[config.mk]
export PLATFORM = sky130hd
export DESIGN_NAME = fpmt_step_unit
export DESIGN_NICKNAME = d
export VERILOG_FILES = /design/src/rtl/fpmt_pkg.sv /design/src/rtl/fpmt_step_unit.sv
export SDC_FILE = /design/constraint.sdc
export NUM_CORES = 1
export LEC_CHECK = 0
export BUFFER_PORTS_ARGS = -buffer_cell sky130_fd_sc_hd__buf_2
export CAP_MARGIN = 20
export CELL_PAD_IN_SITES_DETAIL_PLACEMENT = 0
export CELL_PAD_IN_SITES_GLOBAL_PLACEMENT = 1
export CORE_ASPECT_RATIO = 0.9
export CORE_MARGIN = 1
export CORE_UTILIZATION = 34
export DETAILED_ROUTE_END_ITERATION = 8
export PLACE_DENSITY = 0.89
export SYNTH_ARGS = -nofsm -noshare
export SYNTH_HDL_FRONTEND = slang
export SYNTH_SLANG_ARGS = --single-unit
[constraint.sdc]
create_clock -name vclk -period 4.9
set_clock_uncertainty 0.1 [all_clocks]
set_input_delay 0.735 -clock vclk [all_inputs]
set_output_delay 0.735 -clock vclk [all_outputs]
set_load 0.005 [all_outputs]
[src/rtl/fpmt_pkg.sv]
// ----------------------------------------------------------------------------
// Fenwick prefix-minimum tree: shared package
// Field widths, item kind codes and the structs exchanged between the
// walk sequencer and the shared step unit.
// ----------------------------------------------------------------------------
`default_nettype none

package fpmt_pkg;

	// Field widths of the item, result and configuration channels.
	localparam int KIND_W = 2;
	localparam int POS_W  = 11;
	localparam int VAL_W  = 16;
	localparam int SIZE_W = 11;

	// A walk position needs one bit more than a tree position, since an
	// upward step from a valid node can overshoot to up to twice its number.
	localparam int WALK_W = POS_W + 1;

	localparam logic [SIZE_W-1:0] SIZE_RESET = 11'd1024;

	// Item kind codes.
	localparam logic [KIND_W-1:0] KIND_UPDATE = 2'd0;
	localparam logic [KIND_W-1:0] KIND_QUERY  = 2'd1;
	localparam logic [KIND_W-1:0] KIND_CLEAR  = 2'd2;

	// Control going into the step unit for the node currently on the walk.
	typedef struct packed {
		logic [WALK_W-1:0] x;        // current node number
		logic              down;     // 1 for a query walk, 0 for an update walk
		logic              rd_valid; // valid bit read for this node
		logic              found;    // query has met a valid node already
	} step_ctl_t;

	// Status coming back from the step unit.
	typedef struct packed {
		logic [WALK_W-1:0] next_x;   // next node on the walk
		logic              take;     // node value replaced (update) or taken (query)
	} step_res_t;

endpackage

`default_nettype wire

[src/rtl/fpmt_step_unit.sv]
// ----------------------------------------------------------------------------
// Fenwick prefix-minimum tree: shared step unit
// One adder that moves the walk by the lowest set bit, up or down, and one
// magnitude comparator that decides whether the current node is taken.
// ----------------------------------------------------------------------------
`default_nettype none

module fpmt_step_unit #(
	parameter int VALUE_BITS = 16
) (
	input  wire fpmt_pkg::step_ctl_t       ctl,
	input  wire logic [VALUE_BITS-1:0]     rd_value,
	input  wire logic [VALUE_BITS-1:0]     best,
	input  wire logic [VALUE_BITS-1:0]     val,
	output fpmt_pkg::step_res_t            res
);

	import fpmt_pkg::*;

	logic [WALK_W-1:0]     low_bit;
	logic [WALK_W-1:0]     addend;
	logic [VALUE_BITS-1:0] lhs;
	logic [VALUE_BITS-1:0] rhs;
	logic                  less;

	// Next node: add the lowest set bit going up, subtract it going down.
	// The shared comparator checks the offered value against the stored one
	// on an update, and the stored value against the running best on a query.
	always_comb begin
		low_bit    = ctl.x & (~ctl.x + WALK_W'(1));
		addend     = ctl.down ? (~low_bit + WALK_W'(1)) : low_bit;
		res.next_x = ctl.x + addend;
		lhs        = ctl.down ? rd_value : val;
		rhs        = ctl.down ? best : rd_value;
		less       = lhs < rhs;
		if (ctl.down) begin
			res.take = ctl.rd_valid && (!ctl.found || less);
		end else begin
			res.take = !ctl.rd_valid || less;
		end
	end

endmodule

`default_nettype wire

==> metrics list <==
* Worst relative slew slack: 67.7%
- Std cell rows: 22
- The checks that failed: DRC.
* Via count of the first global-routing pass: 1412
* Setup repair after global routing missed its margin: no
- Post-CTS resize count: 0
- Ant diodes: 0
- Transition at the pin with the smallest max-transition slack: between 400 and 500 ps
- Kind of path behind the tightest hold check: primary input to output pin
* Number of hold violations in the final report: 0
- The max-slew violation count came to 0.
- Sequential cells burn 0% of the power.
- The HPWL after detailed placement is around 2900 um.
- In this run the power density over the cells is 109 nW/um2.
- Endpoint required time on the critical path: between 4000 and 5000 ps
* Setup slack after placement: 519 ps
- ha_1 takes more of the synthesized area than any other cell.
- Timing would allow up to 229 MHz.
- Syn Std Cell Area: between 1000 and 1500 um2
* Post-CTS repair timing setup buffer count: 0
* Initial cell density of the core: 35.3%
- In the layout the commonest cells are buf_2 (75), mux2_2 (25), ha_1 (25).
- Combinational Power Share: 100.0%
- Startpoint of the tightest hold check path: ctl[14]
- Total number of vias: 1509
- NetSw: 96.0 uW
- CTS Hold Bufs: 0
* Number of antenna violations at the first check in global routing: 0
- The share of total power dissipated in the clock network is 0%.
- Dividing the detail-routed via count by the number of cells gives 5.19.
- Floorplan die area: ~4500 um2
- Across the VDD grid, the largest voltage drop is 50.0 uV.
- In this run the count of I/O pins placed on the die edge is 76.
- The critical path starts at ctl[4].
- Synth area leaders: ha_1 (22%), mux2_2 (20%), mux2i_1 (11%)
- Yosys printed 0 warnings.
* Syn nets: 262
* Wire per inst: 11.2 um
- Final setup violation count: 0
- Average footprint of a synthesized cell: 8.30 um2
* Net switching share of the total power: 47.6%
- Input and output buffers added on the ports amount to 75.
- DRC marker count from the first detailed-route iteration: 23
* Area share of the largest cell type after synthesis: approximately 22%
- At the end of the flow, the number of nets in the layout was 334.
- The setup path with the least slack is of type primary input to output pin.
* Total track usage: around 15%
- STA classifies the critical path endpoint as an output pin.
- The first detailed-routing pass ran for 6 iterations.
* Area of the core region: 4070 um2
* Detailed Route WL: between 3000 and 4000 um
- Entering global routing, the biggest net connects 20 pins.
* Global-route congestion overflow total: 0
* First-pass GRT wire length: 5750 um
- WP data arrival: roughly 3500 ps
- The post-route netlist has approximately 45% of its cells at a drive strength greater than 1.
- In the post-route analysis, the smallest setup slack over all paths is 529 ps.
- Along the worst path, the maximum fanout reaches 10.
* Footprint of the flip-flops and latches: 0 um2
* Most common library cell in the layout ignoring fill and taps: buf_2
- Count of sequential standard cells: 0
- Die width: between 70 and 80 um
- Relative to the synthesized area, the layout overhead comes to 29.2%.
- In this run the vertical extent of the chip is 63.7 um.
* Final period utilization: 89.2%
- Sequential elements use 0% of the synthesized area.
- Static Leakage: 0.000931 uW
- In this run the remaining antenna-violating nets after routing total 0.
* Time the worst path needs with I/O delays and setup: 4370 ps
- Routability-driven placement finished with a final weighted congestion of 0.847.
* Netlist cell types: 44
- Clock buffers in the final layout number 0.
- P_int: 106 uW
- Final sum of negative setup slack: 0 ps
* Number of maximum-capacitance violations: 0
- Kind of start point of the critical path: primary input
- In the synthesized netlist, the number of instances is 173.
* Final routed DRC violation total: 2
- Status: complete, but fails checks
==> synth_stat cells <==
library cell and number:
xor2_1 3, nand2b_1 1, o41ai_4 1, xnor2_1 5, mux2_1 1, nand2b_2 1
and3b_1 1, a2bb2oi_1 1, a21boi_0 1, o21a_1 3, fa_1 1, a311oi_1 1
nand4_1 4, inv_1 6, or4_4 1, o311ai_0 1, a21o_2 1, nand3b_1 3
mux2_2 25, o31a_1 1, clkbuf_1 2, o211ai_1 3, or2_2 1, nor3b_1 1
buf_1 3, or3b_2 1, a2111oi_0 1, nand2_1 9, a21oi_1 12, mux2i_1 16
nor4_4 1, o31ai_1 1, nor3_1 5, ha_1 25, a211oi_1 2, nor2_1 11
o21ai_0 6, buf_4 1, nor2b_1 2, o2111ai_1 1, a21o_1 2, conb_1 1
nand3_1 3, buf_2 1
==> cells by family (layout without fill, tap and decap cells) <==
| group | count (synthesis) | count (layout) | share of synthesized area, % |
|---|---|---|---|
| other cells | 1 | 1 | 0.261 |
| mux | 42 | 42 | 31.5 |
| xor+xnor | 8 | 8 | 4.88 |
| simple gates | 45 | 45 | 17.7 |
| fa+ha+maj | 26 | 26 | 23.2 |
| buf+inv | 13 | 83 | 3.75 |
| compound gates | 38 | 38 | 18.7 |
==> final timing paths <==
| path | to | slack (ps) | depth (start not counted) |
|---|---|---|---|
| setup / recovery | res[10] | 530 | 11 |
| hold / removal | res[12] | 1780 | 5 |
==> routing by layer <==
layer | part of all wire [%] | routed length [um] | GRT usage, % | up-vias
met2 | 46 | 1510 | 26.9 | 53
li1 | - | - | - | 803
met1 | 47 | 1550 | 19.8 | 653
met4 | 0 | 0 | 0 | 0
met5 | 0 | 0 | 0 | -
met3 | 6.4 | 209 | 1.60 | 0
==> metrics by stage <==
stage               cells  hold slack, ps  util [%]  area, um2  power, uW
floorplan             173            1550         -       1440        131
detailed placement    291            1790      45.5       1860        203
global placement      291            1790      45.5       1860        201
CTS                   291            1790      45.5       1860        204
global route          291            1800      45.5       1860        227
finish                291            1780      45.5       1860        202
==> worst max-delay path: stages <==
cell	delay [ps]
buf_2	140
nor4_4	320
nand2b_2	120
or4_4	470
nor2_1	120
mux2_2	340
ha_1	440
mux2_2	370
a311oi_1	180
o311ai_0	150
buf_2	150
==> final cells by class <==
class	instances	area (um2)
fillers	408	2220
inverters	6	22.5
multi-input cells	160	1380
well taps	48	60.1
repair buffers	77	390
==> power by group through the flow <==
stage	registers (uW)	clock network (uW)	logic, uW
finish	0	0	202
global route	0	0	227
CTS	0	0	204
detailed placement	0	0	203
global placement	0	0	201
floorplan	0	0	131
Note: power is estimated with default switching activity, not from simulation.
